`src/hdl/qei_pkg.sv`:
```
// ----------------------------------------------------------------------------
// qei_pkg
// Shared types and constants of the quadrature encoder interface.
// ----------------------------------------------------------------------------
package qei_pkg;

  localparam int FILTER_LEN_DEF  = 6;
  localparam int COUNT_WIDTH_DEF = 16;

  localparam int CFG_W      = 17;      // config data width
  localparam int ANGLE_W    = 15;
  localparam int ANGLE_TURN = 23040;   // 1/64 degree per turn
  localparam int COUNTS_RST = 4096;
  localparam int COUNTS_MIN = 4;
  localparam int BAD_LIMIT  = 5;

  // counts/20 as ((counts >> 2) * 52429) >> 18, exact for counts up to 2^16
  localparam int WIN_RECIP = 52429;
  localparam int WIN_SHIFT = 18;

  // x/23040 as (((x >> 9) * 5965233) >> 28), exact for x below 2^31
  localparam int SET_SHIFT       = 9;
  localparam int SET_HI_W        = 22;
  localparam int SET_RECIP       = 5965233;
  localparam int SET_RECIP_SHIFT = 28;

  localparam int NUM_W = 32;           // divider dividend width
  localparam int DEN_W = 17;           // divider divisor width

  localparam logic [1:0] CFG_COUNTS    = 2'd0;
  localparam logic [1:0] CFG_INDEX_ENA = 2'd1;

  typedef enum logic {
    KIND_TICK = 1'b0,
    KIND_SET  = 1'b1
  } qei_kind_t;

  typedef struct packed {
    qei_kind_t          kind;
    logic               a_level;
    logic               b_level;
    logic               index_level;
    logic signed [16:0] set_angle;
  } qei_cmd_t;

  typedef struct packed {
    logic             valid;
    logic [1:0]       index;
    logic [CFG_W-1:0] data;
  } qei_cfg_t;

  typedef struct packed {
    logic             start;
    logic [NUM_W-1:0] num;
    logic [DEN_W-1:0] den;
  } qei_div_req_t;

  typedef struct packed {
    logic             done;
    logic [NUM_W-1:0] quot;
  } qei_div_rsp_t;

endpackage

```
`src/hdl/qei_front.sv`:
```
// ----------------------------------------------------------------------------
// qei_front
// Accepts input requests, classifies them and holds them in a two-entry queue.
// ----------------------------------------------------------------------------
module qei_front (
  input  logic                clk,
  input  logic                rst,
  input  logic                in_valid,
  output logic                in_ready,
  input  logic                in_func,
  input  logic                in_a,
  input  logic                in_b,
  input  logic                in_index,
  input  logic signed [16:0]  in_angle,
  output logic                q_valid,
  input  logic                q_ready,
  output qei_pkg::qei_cmd_t   q_cmd
);

  qei_pkg::qei_cmd_t slot [2];
  logic              rd_ptr;
  logic              wr_ptr;
  logic [1:0]        fill;
  logic              push;
  logic              pop;
  qei_pkg::qei_cmd_t cmd_in;

  assign in_ready = (fill != 2'd2);
  assign q_valid  = (fill != 2'd0);
  assign push     = in_valid && in_ready;
  assign pop      = q_valid && q_ready;
  assign q_cmd    = slot[rd_ptr];

  always_comb begin
    cmd_in.kind        = in_func ? qei_pkg::KIND_SET : qei_pkg::KIND_TICK;
    cmd_in.a_level     = in_a;
    cmd_in.b_level     = in_b;
    cmd_in.index_level = in_index;
    cmd_in.set_angle   = in_angle;
  end

  always_ff @(posedge clk) begin
    if (push) begin
      slot[wr_ptr] <= cmd_in;
    end
  end

  always_ff @(posedge clk) begin
    if (rst) begin
      rd_ptr <= 1'b0;
      wr_ptr <= 1'b0;
      fill   <= 2'd0;
    end else begin
      if (push) wr_ptr <= ~wr_ptr;
      if (pop)  rd_ptr <= ~rd_ptr;
      fill <= fill + {1'b0, push} - {1'b0, pop};
    end
  end

endmodule

```
`src/hdl/qei_div.sv`:
```
// ----------------------------------------------------------------------------
// qei_div
// Restoring divider, one quotient bit per cycle.
// ----------------------------------------------------------------------------
module qei_div (
  input  logic                  clk,
  input  logic                  rst,
  input  qei_pkg::qei_div_req_t req,
  output qei_pkg::qei_div_rsp_t rsp
);

  localparam int NW = qei_pkg::NUM_W;
  localparam int DW = qei_pkg::DEN_W;
  localparam int CW = $clog2(NW);

  logic          busy;
  logic [CW-1:0] step;
  logic [NW-1:0] numr;
  logic [DW-1:0] den;
  logic [DW-1:0] rem;
  logic [DW:0]   shifted;
  logic [DW:0]   diff;
  logic          fits;
  logic          done;

  assign shifted  = {rem, numr[NW-1]};
  assign diff     = shifted - {1'b0, den};
  assign fits     = (shifted >= {1'b0, den});
  assign rsp.quot = numr;
  assign rsp.done = done;

  always_ff @(posedge clk) begin
    if (rst) begin
      busy <= 1'b0;
      step <= '0;
      done <= 1'b0;
    end else begin
      done <= busy && !req.start && (step == CW'(NW - 1));
      if (req.start) begin
        busy <= 1'b1;
        step <= '0;
        numr <= req.num;
        den  <= req.den;
        rem  <= '0;
      end else if (busy) begin
        rem  <= fits ? diff[DW-1:0] : shifted[DW-1:0];
        numr <= {numr[NW-2:0], fits};
        step <= step + 1'b1;
        if (step == CW'(NW - 1)) begin
          busy <= 1'b0;
        end
      end
    end
  end

endmodule

```
`src/hdl/qei_back.sv`:
```
// ----------------------------------------------------------------------------
// qei_back
// Filters, quadrature decode, index handling, set-angle and angle conversion.
// ----------------------------------------------------------------------------
module qei_back #(
  parameter int FILTER_LEN  = qei_pkg::FILTER_LEN_DEF,
  parameter int COUNT_WIDTH = qei_pkg::COUNT_WIDTH_DEF
) (
  input  logic                          clk,
  input  logic                          rst,
  input  qei_pkg::qei_cfg_t             cfg,
  output logic                          cfg_ready,
  input  logic                          q_valid,
  output logic                          q_ready,
  input  qei_pkg::qei_cmd_t             q_cmd,
  output qei_pkg::qei_div_req_t         div_req,
  input  qei_pkg::qei_div_rsp_t         div_rsp,
  output logic                          out_valid,
  input  logic                          out_ready,
  output logic [COUNT_WIDTH-1:0]        out_position,
  output logic [qei_pkg::ANGLE_W-1:0]   out_angle,
  output logic                          out_found,
  output logic [2:0]                    out_bad,
  output logic [15:0]                   out_total,
  output logic [COUNT_WIDTH-1:0]        out_capture
);

  localparam int PW = COUNT_WIDTH;
  localparam int KW = COUNT_WIDTH + 1;
  localparam int NW = qei_pkg::NUM_W;
  localparam int DW = qei_pkg::DEN_W;
  localparam int HW = qei_pkg::SET_HI_W;
  localparam logic [KW-1:0] COUNTS_MAX = KW'(1) << PW;
  localparam logic [2:0]    RUN_LAST   = 3'(FILTER_LEN - 1);
  localparam logic [17:0]   TURN18     = 18'(qei_pkg::ANGLE_TURN);
  localparam logic [17:0]   ANGLE_BIAS = 18'(3 * qei_pkg::ANGLE_TURN);
  localparam logic [KW-1:0] LIM_RST    = KW'(((qei_pkg::COUNTS_RST >> 2) * qei_pkg::WIN_RECIP)
                                             >> qei_pkg::WIN_SHIFT);

  typedef enum logic [2:0] {
    S_IDLE, S_REDUCE, S_SETQ, S_ANGMUL, S_ANGDIV, S_OUT
  } state_t;

  state_t          state;
  logic [KW-1:0]   counts;
  logic            index_ena;
  logic [KW-1:0]   lim;
  logic            fa, fb;
  logic [2:0]      run_a, run_b;
  logic [PW-1:0]   position;
  logic            synced;
  logic [2:0]      miss_count;
  logic [15:0]     pulse_total;
  logic [PW-1:0]   capture;
  logic            last_index;
  logic [17:0]     red;
  logic [NW-1:0]   set_prod;
  logic [qei_pkg::ANGLE_W-1:0] angle_r;

  // tick datapath
  logic            fa_next, fb_next;
  logic [2:0]      run_a_next, run_b_next;
  logic [1:0]      ph_old, ph_new, dphase;
  logic [PW-1:0]   pos_step;
  logic            idx_edge, near_zero;
  logic [KW-1:0]   pos_ext;
  logic [KW-1:0]   cfg_counts;
  logic [NW-1:0]   lim_prod;
  logic [17:0]     angle_ext;

  // set-angle count by reciprocal multiplication
  logic [HW-1:0]   set_hi;
  logic [44:0]     set_mul;
  logic [NW-1:0]   set_cnt;

  function automatic logic [1:0] phase_of(input logic a, input logic b);
    phase_of = a ? (b ? 2'd2 : 2'd1) : (b ? 2'd3 : 2'd0);
  endfunction

  always_comb begin
    fa_next    = fa;
    run_a_next = 3'd0;
    if (q_cmd.a_level != fa) begin
      if (run_a >= RUN_LAST) fa_next = q_cmd.a_level;
      else run_a_next = run_a + 3'd1;
    end
    fb_next    = fb;
    run_b_next = 3'd0;
    if (q_cmd.b_level != fb) begin
      if (run_b >= RUN_LAST) fb_next = q_cmd.b_level;
      else run_b_next = run_b + 3'd1;
    end
    ph_old   = phase_of(fa, fb);
    ph_new   = phase_of(fa_next, fb_next);
    dphase   = ph_new - ph_old;
    pos_step = position;
    if (dphase == 2'd1) begin
      pos_step = ({1'b0, position} + KW'(1) >= counts) ? '0 : position + 1'b1;
    end else if (dphase == 2'd3) begin
      pos_step = (position == '0) ? PW'(counts - KW'(1)) : position - 1'b1;
    end
    pos_ext   = {1'b0, pos_step};
    idx_edge  = index_ena && q_cmd.index_level && !last_index;
    near_zero = !synced || (pos_ext > counts - lim) || (pos_ext < lim);
  end

  always_comb begin
    cfg_counts = cfg.data[KW-1:0];
    if (cfg.data < qei_pkg::CFG_W'(qei_pkg::COUNTS_MIN)) begin
      cfg_counts = KW'(qei_pkg::COUNTS_MIN);
    end else if (cfg.data > qei_pkg::CFG_W'(COUNTS_MAX)) begin
      cfg_counts = COUNTS_MAX;
    end
  end

  assign lim_prod  = NW'(cfg_counts >> 2) * NW'(qei_pkg::WIN_RECIP);
  assign angle_ext = {q_cmd.set_angle[16], q_cmd.set_angle};
  assign q_ready   = (state == S_IDLE);
  // registers change only with nothing queued, in work or waiting at the output
  assign cfg_ready = (state == S_IDLE) && !q_valid && !out_valid;

  assign set_hi  = set_prod[qei_pkg::SET_SHIFT +: HW];
  assign set_mul = 45'(set_hi) * 45'(qei_pkg::SET_RECIP);
  assign set_cnt = NW'(set_mul >> qei_pkg::SET_RECIP_SHIFT);

  always_ff @(posedge clk) begin
    if (rst) begin
      state       <= S_IDLE;
      counts      <= KW'(qei_pkg::COUNTS_RST);
      lim         <= LIM_RST;
      index_ena   <= 1'b0;
      fa          <= 1'b0;
      fb          <= 1'b0;
      run_a       <= '0;
      run_b       <= '0;
      position    <= '0;
      synced      <= 1'b0;
      miss_count  <= '0;
      pulse_total <= '0;
      capture     <= '0;
      last_index  <= 1'b0;
      out_valid   <= 1'b0;
      div_req     <= '0;
    end else begin
      div_req.start <= (state == S_ANGMUL);
      if (out_valid && out_ready && state != S_OUT) out_valid <= 1'b0;

      if (cfg.valid && cfg_ready) begin
        unique case (cfg.index)
          qei_pkg::CFG_COUNTS: begin
            counts <= cfg_counts;
            lim    <= KW'(lim_prod >> qei_pkg::WIN_SHIFT);
            if ({1'b0, position} >= cfg_counts) position <= '0;
          end
          qei_pkg::CFG_INDEX_ENA: index_ena <= cfg.data[0];
          default: ;
        endcase
      end

      unique case (state)
        S_IDLE: begin
          if (q_valid) begin
            if (q_cmd.kind == qei_pkg::KIND_SET) begin
              red   <= angle_ext + ANGLE_BIAS;
              state <= S_REDUCE;
            end else begin
              fa         <= fa_next;
              fb         <= fb_next;
              run_a      <= run_a_next;
              run_b      <= run_b_next;
              last_index <= q_cmd.index_level;
              position   <= (idx_edge && near_zero) ? '0 : pos_step;
              if (idx_edge) begin
                capture     <= pos_step;
                pulse_total <= pulse_total + 16'd1;
                if (near_zero) begin
                  synced     <= 1'b1;
                  miss_count <= '0;
                end else begin
                  if (miss_count != 3'd7) miss_count <= miss_count + 3'd1;
                  if (miss_count >= 3'(qei_pkg::BAD_LIMIT)) synced <= 1'b0;
                end
              end
              state <= S_ANGMUL;
            end
          end
        end
        S_REDUCE: begin
          if (red >= TURN18) begin
            red <= red - TURN18;
          end else begin
            set_prod <= NW'(red) * NW'(counts);
            state    <= S_SETQ;
          end
        end
        S_SETQ: begin
          position <= (set_cnt >= NW'(counts)) ? '0 : set_cnt[PW-1:0];
          synced   <= 1'b1;
          state    <= S_ANGMUL;
        end
        S_ANGMUL: begin
          div_req.num <= NW'(position) * NW'(qei_pkg::ANGLE_TURN);
          div_req.den <= DW'(counts);
          state       <= S_ANGDIV;
        end
        S_ANGDIV: begin
          if (div_rsp.done) begin
            angle_r <= div_rsp.quot[qei_pkg::ANGLE_W-1:0];
            state   <= S_OUT;
          end
        end
        S_OUT: begin
          if (!out_valid || out_ready) begin
            out_valid    <= 1'b1;
            out_position <= position;
            out_angle    <= angle_r;
            out_found    <= synced;
            out_bad      <= miss_count;
            out_total    <= pulse_total;
            out_capture  <= capture;
            state        <= S_IDLE;
          end
        end
        default: state <= S_IDLE;
      endcase
    end
  end

  // position always stays inside one turn
  a_pos_range: assert property (@(posedge clk) disable iff (rst)
    {1'b0, position} < counts)
    else $error("position outside counts per turn");

  a_angle_range: assert property (@(posedge clk) disable iff (rst)
    out_valid |-> out_angle < qei_pkg::ANGLE_W'(qei_pkg::ANGLE_TURN))
    else $error("angle beyond one turn");

  a_run_bound: assert property (@(posedge clk) disable iff (rst)
    run_a <= RUN_LAST && run_b <= RUN_LAST)
    else $error("filter run count overran");

  a_one_result: assert property (@(posedge clk) disable iff (rst)
    (state == S_OUT && out_valid && !out_ready) |=> state == S_OUT)
    else $error("result dropped while output stalled");

endmodule

```
`src/hdl/quadrature_encoder_with_index.sv`:
```
// ----------------------------------------------------------------------------
// quadrature_encoder_with_index
// x4 quadrature decoder with glitch filters, index handling and angle output.
// ----------------------------------------------------------------------------
// Each request is either a line sample tick or a set-angle command, and each
// gives one result with count and angle. The shared 32-step bit-serial
// divider runs once for the angle of every request, and a set-angle command
// first wraps the angle with up to five compare-subtract steps and turns it
// into a count with a reciprocal multiplication. A two-entry request queue
// and the output register let either side stall on its own. Configuration
// writes are accepted only while the block is idle, with nothing queued or
// waiting at the output.
module quadrature_encoder_with_index #(
  parameter int FILTER_LEN  = qei_pkg::FILTER_LEN_DEF,
  parameter int COUNT_WIDTH = qei_pkg::COUNT_WIDTH_DEF
) (
  input  logic        clk,
  input  logic        rst,
  input  logic        s_axis_tvalid,
  output logic        s_axis_tready,
  input  logic [23:0] s_axis_tdata,   // a_level, b_level, index_level, set_angle[16:0]
  input  logic        s_axis_tuser,   // func
  output logic        m_axis_tvalid,
  input  logic        m_axis_tready,
  // position_count[15:0], angle[14:0], found_flag, bad_pulse_count[2:0],
  // index_pulse_total[15:0], count_at_last_index[15:0]
  output logic [71:0] m_axis_tdata,
  input  logic        cfg_valid,
  output logic        cfg_ready,
  input  logic [1:0]  cfg_index,
  input  logic [16:0] cfg_data
);

  qei_pkg::qei_cmd_t     q_cmd;
  logic                  q_valid;
  logic                  q_ready;
  qei_pkg::qei_cfg_t     cfg;
  qei_pkg::qei_div_req_t div_req;
  qei_pkg::qei_div_rsp_t div_rsp;
  logic [COUNT_WIDTH-1:0]      o_pos;
  logic [qei_pkg::ANGLE_W-1:0] o_angle;
  logic                        o_found;
  logic [2:0]                  o_bad;
  logic [15:0]                 o_total;
  logic [COUNT_WIDTH-1:0]      o_cap;

  always_comb begin
    cfg.valid = cfg_valid;
    cfg.index = cfg_index;
    cfg.data  = cfg_data;
  end

  qei_front u_front (
    .clk      (clk),
    .rst      (rst),
    .in_valid (s_axis_tvalid),
    .in_ready (s_axis_tready),
    .in_func  (s_axis_tuser),
    .in_a     (s_axis_tdata[0]),
    .in_b     (s_axis_tdata[1]),
    .in_index (s_axis_tdata[2]),
    .in_angle (s_axis_tdata[19:3]),
    .q_valid  (q_valid),
    .q_ready  (q_ready),
    .q_cmd    (q_cmd)
  );

  qei_div u_div (
    .clk (clk),
    .rst (rst),
    .req (div_req),
    .rsp (div_rsp)
  );

  qei_back #(
    .FILTER_LEN  (FILTER_LEN),
    .COUNT_WIDTH (COUNT_WIDTH)
  ) u_back (
    .clk          (clk),
    .rst          (rst),
    .cfg          (cfg),
    .cfg_ready    (cfg_ready),
    .q_valid      (q_valid),
    .q_ready      (q_ready),
    .q_cmd        (q_cmd),
    .div_req      (div_req),
    .div_rsp      (div_rsp),
    .out_valid    (m_axis_tvalid),
    .out_ready    (m_axis_tready),
    .out_position (o_pos),
    .out_angle    (o_angle),
    .out_found    (o_found),
    .out_bad      (o_bad),
    .out_total    (o_total),
    .out_capture  (o_cap)
  );

  assign m_axis_tdata = {5'd0, 16'(o_cap), o_total, o_bad, o_found, o_angle, 16'(o_pos)};

endmodule

```
`config.mk`:
```
export PLATFORM = sky130hd
export DESIGN_NAME = quadrature_encoder_with_index
export DESIGN_NICKNAME = d
export VERILOG_FILES = /design/src/hdl/qei_pkg.sv /design/src/hdl/qei_front.sv /design/src/hdl/qei_div.sv /design/src/hdl/qei_back.sv /design/src/hdl/quadrature_encoder_with_index.sv
export SDC_FILE = /design/constraint.sdc
export NUM_CORES = 2
export LEC_CHECK = 0
export BUFFER_PORTS_ARGS = -buffer_cell sky130_fd_sc_hd__buf_2
export CAP_MARGIN = 10
export CORE_ASPECT_RATIO = 2
export CORE_UTILIZATION = 45
export CTS_CLUSTER_DIAMETER = 200
export DETAILED_ROUTE_END_ITERATION = 7
export RECOVER_POWER = 50
export SYNTH_ARGS = -nofsm -noshare
export SYNTH_HDL_FRONTEND = slang
export SYNTH_SLANG_ARGS = --single-unit
```
`constraint.sdc`:
```
create_clock -name clk -period 27.9 [get_ports clk]
set_input_delay 4.185 -clock clk [delete_from_list [all_inputs] [get_ports clk]]
set_output_delay 4.185 -clock clk [all_outputs]
set_load 0.01 [all_outputs]
```
==> impl_metrics.yaml <==
timing:
  grt_setup_unrepaired: "no"
  tightest_slew_ps: 4110
  period_share_pct: 42.6
  timing.fmax_ghz: 0.0842
  finalHoldViolCount: 0
  skew_ps: 26.1
  max_slew_margin_pct: -174
  drv_slew: 204
  min_period_ps: 11870
  fin_setup_tns_ps: 0
  setup_viol: 0
drt:
  wirelength_um: 110000
  routed-via-count: 29100
  drt.antenna.violating_nets: 0
  via_per_inst: 5.40
  drtIter0Drc: 1286
  drcViolationCount: 0
  dr.pass1.iters: 6
  wire_per_inst_um: 20.4
clocking:
  htreeDepth: 2
  numCtsBuffers: 37
  root_buffer: "clkbuf_16"
  clock_sinks: 378
  cts_tree: "yes"
  cts.reportedPaths.clkPinSlew_ps: 70
  worst_skew_pair.late_latency_ps: 610
  post_cts_buffers: 0
  holdBufCountCts: 0
  cts_max_path_buffers: 3
  cts_resized: 0
cells_and_area:
  area_growth_syn_to_layout_pct: 7.97
  final_util_pct: 49.2
  fillCellCount: 8461
  drive_above_1_share_pct: 6.06
  final_nets: 5243
synthesis:
  muxShareOfSynthArea_pct: 1.77
  ys_warn_count: 0
  synth_xor_xnor_area_share_pct: 2.97
  synth_adder_area_share_pct: 39.8
  synth_seq_area_share_pct: 24.8
  synth-simple-area-share_pct: 13.0
  synth_area_per_cell_um2: 9.62
  ys_seq_elements: 378
  synth_area_mm2: 0.0397
  yosys.area.top_type: "fa_1"
  synth_edf_count: 230
  synthTopCellsByArea: "fa_1, edfxtp_1, ha_1"
  synth-compound-area-share_pct: 8.77
  synth.distinct_cells: 87
  synth_top_family_by_area: "adder cells"
  yosys.area.top_type_share_pct: 22.6
  syn_inst: 4133
  ys.flop_type: "edfxtp_1"
  synth-async-reset-ratio_pct: 0
setup_path:
  start_kind: "input pin"
  crit_slowest_cell: "o31ai_1"
  worstPathCellList: "buf_2 -> nor4_1 -> nand4_1 -> o31ai_1 -> nand2_1 -> inv_1 -> ha_1 -> fa_1 -> fa_1 -> fa_1 -> fa_1 -> fa_1 -> ha_1 -> a21oi_1 -> o21ai_1 -> a221o_1 -> a21o_1 -> a22o_1 -> a41o_1 -> o41ai_1 -> nor2_1 -> o21ai_0 -> o311ai_1"
  worstPathArrival_ps: 12190
  max_stage_delay_ps: 750
  cp_common_cell: "fa_1"
  cp-end-kind: "register"
  cp.required_ps: 28210
  crit_type: "input pin to register"
  critPathMaxFanout: 8
pwr:
  p_leak_nw: 20.0
  p_per_area_mw_per_mm2: 79.0
  ir_worst_vdd_uv: 78.3
  p_total_mw: 3.39
floorplan:
  die_area_mm2: 0.0896
  core.rowCount: 153
  die_height_um: 422
  start_util_pct: 45.5
  die_w_um: 212
  io_pins: 124
  coreArea_mm2: 0.0873
grt:
  grt_pass1_wl_um: 171000
  grt_usage_pct: 25.4
  grt_max_degree: 82
  grt_pass1_vias: 31000
  grt_antenna_before_repair: 1
  grt-ovfl-total: 0
status:
  failed_checks: "max-capacitance violations, max-slew violations"
  status: "finished, violations left"
run:
  maxCapViolCount: 5
placed_design:
  io_buffers: 114
  gp_congestion: 0.955
  dp_hpwl_um: 89400
hold_path:
  hold_path.class: "register to register"
sequential cells by signal, summed over array words and instances, names as in the netlist, 16 cells and up, named ones only:
register             cells
u_back.capture          16
u_back.counts           17
u_back.div_req          40
u_back.out_capture      16
u_back.out_position     16
u_back.out_total        16
u_back.position         16
u_back.pulse_total      16
u_back.red              18
u_back.set_prod         22
u_div.den               17
u_div.numr              32
u_div.rem               17
u_front.slot            42
worst paths after layout:
check                                          from              endpoint  slack (ps)  cells past startpoint
worst max-delay path                   cfg_data[12]        u_back.lim[10]       16030                     23
worst min register to register   u_back.angle_r[12]  u_back.out_angle[12]         420                      0
worst min-delay path             u_back.angle_r[12]  u_back.out_angle[12]         420                      0
worst max register to register  u_back.set_prod[26]   u_back.position[15]       18050                     29
layout make-up:
| class | count | area, um^2 | share of cell area (%) |
|---|---|---|---|
| timing repair buffer | 171 | 922 | 2.15 |
| sequential | 378 | 9870 | 23.0 |
| tap | 1162 | 1450 | 3.39 |
| clock buffer | 43 | 978 | 2.28 |
| inverter | 768 | 2880 | 6.72 |
| antenna | 3 | 7.51 | 0.0175 |
| clock inverter | 25 | 373 | 0.869 |
| multi-input combinational | 2841 | 26400 | 61.6 |
stage by stage:
step,hold slack (ps),instances,area (um^2),worst slack [ps]
final,419,5391,42900,16030
after CTS,419,5388,43000,16100
after global routing,430,5388,42900,15450
after global placement,403,5320,41700,15460
after detailed placement,405,5320,41700,15480
after floorplan,400,4137,39800,15740
report_power, final:
group	internal, mW	switching [mW]	total (mW)
combinational	0.826	1.28	2.10
clock	0.316	0.243	0.559
sequential	0.650	0.0787	0.729
total	1.79	1.60	3.39
synthesized netlist by cell type (19+ instances only):
library cell / instances
edfxtp_1: 230
clkbuf_1: 131
a21o_1: 34
xnor2_1: 85
nand4_1: 28
a21oi_1: 196
nor3_1: 65
mux2i_1: 41
mux2_2: 25
nand3_1: 45
dfxtp_1: 148
and2_1: 106
nand2_1: 444
inv_1: 768
and3_1: 30
a211oi_1: 27
nor2b_1: 41
ha_1: 549
fa_1: 448
a31oi_1: 19
o21a_1: 28
nor2_1: 207
xor2_1: 50
or3_1: 24
nand2b_1: 24
o21ai_0: 80
per-layer routing:
| layer | vias to the layer above | global-route usage, % | part of all wire [%] |
|---|---|---|---|
| met3 | 383 | 2.75 | 4.1 |
| met2 | 824 | 47.8 | 54 |
| met1 | 14200 | 25.2 | 34 |
| met5 | - | 0 | 0 |
| li1 | 13700 | - | - |
| met4 | 0 | 18.9 | 8.5 |
worst max-delay path: cells and delay by family:
kind | cells | cell delay (ps)
AOI/OAI and AO/OA | 10 | 3190
adders and majority gates | 7 | 3360
buffers and inverters | 2 | 440
and+or+nand+nor | 4 | 990
cell families after synthesis:
logic type	after synthesis
AOI/OAI and AO/OA	548
DFF	378
and+or+nand+nor	1089
muxes	67
buffers and inverters	918
adders and majority gates	997
other	1
xor gates and xnor gates	135
layout by cell type (no fill, tap or decap), types with 14 or more instances in the layout:
cell type  synthesis  layout
a31oi_1           19      19
and3_1            30      30
a211oi_1          27      27
o21ai_0           80      81
a22oi_1           16      16
fa_1             448     448
buf_2              2     104
buf_4              6      40
o22ai_1           15      15
inv_1            768     768
o21a_1            28      28
a21oi_1          196     196
mux2i_1           41      41
clkbuf_16          0      37
and2_1           106     104
mux2_2            25      24
nand4_1           28      28
nand2b_1          24      24
nand3_1           45      45
ha_1             549     549
o31ai_1           14      14
nor3_1            65      64
clkbuf_1         131      30
nor2b_1           41      41
xnor2_1           85      85
nor2_1           207     205
nand2_1          444     444
edfxtp_1         230     230
a21o_1            34      34
dfxtp_1          148     148
xor2_1            50      50
or3_1             24      24
(Power assumes the default switching activity.)
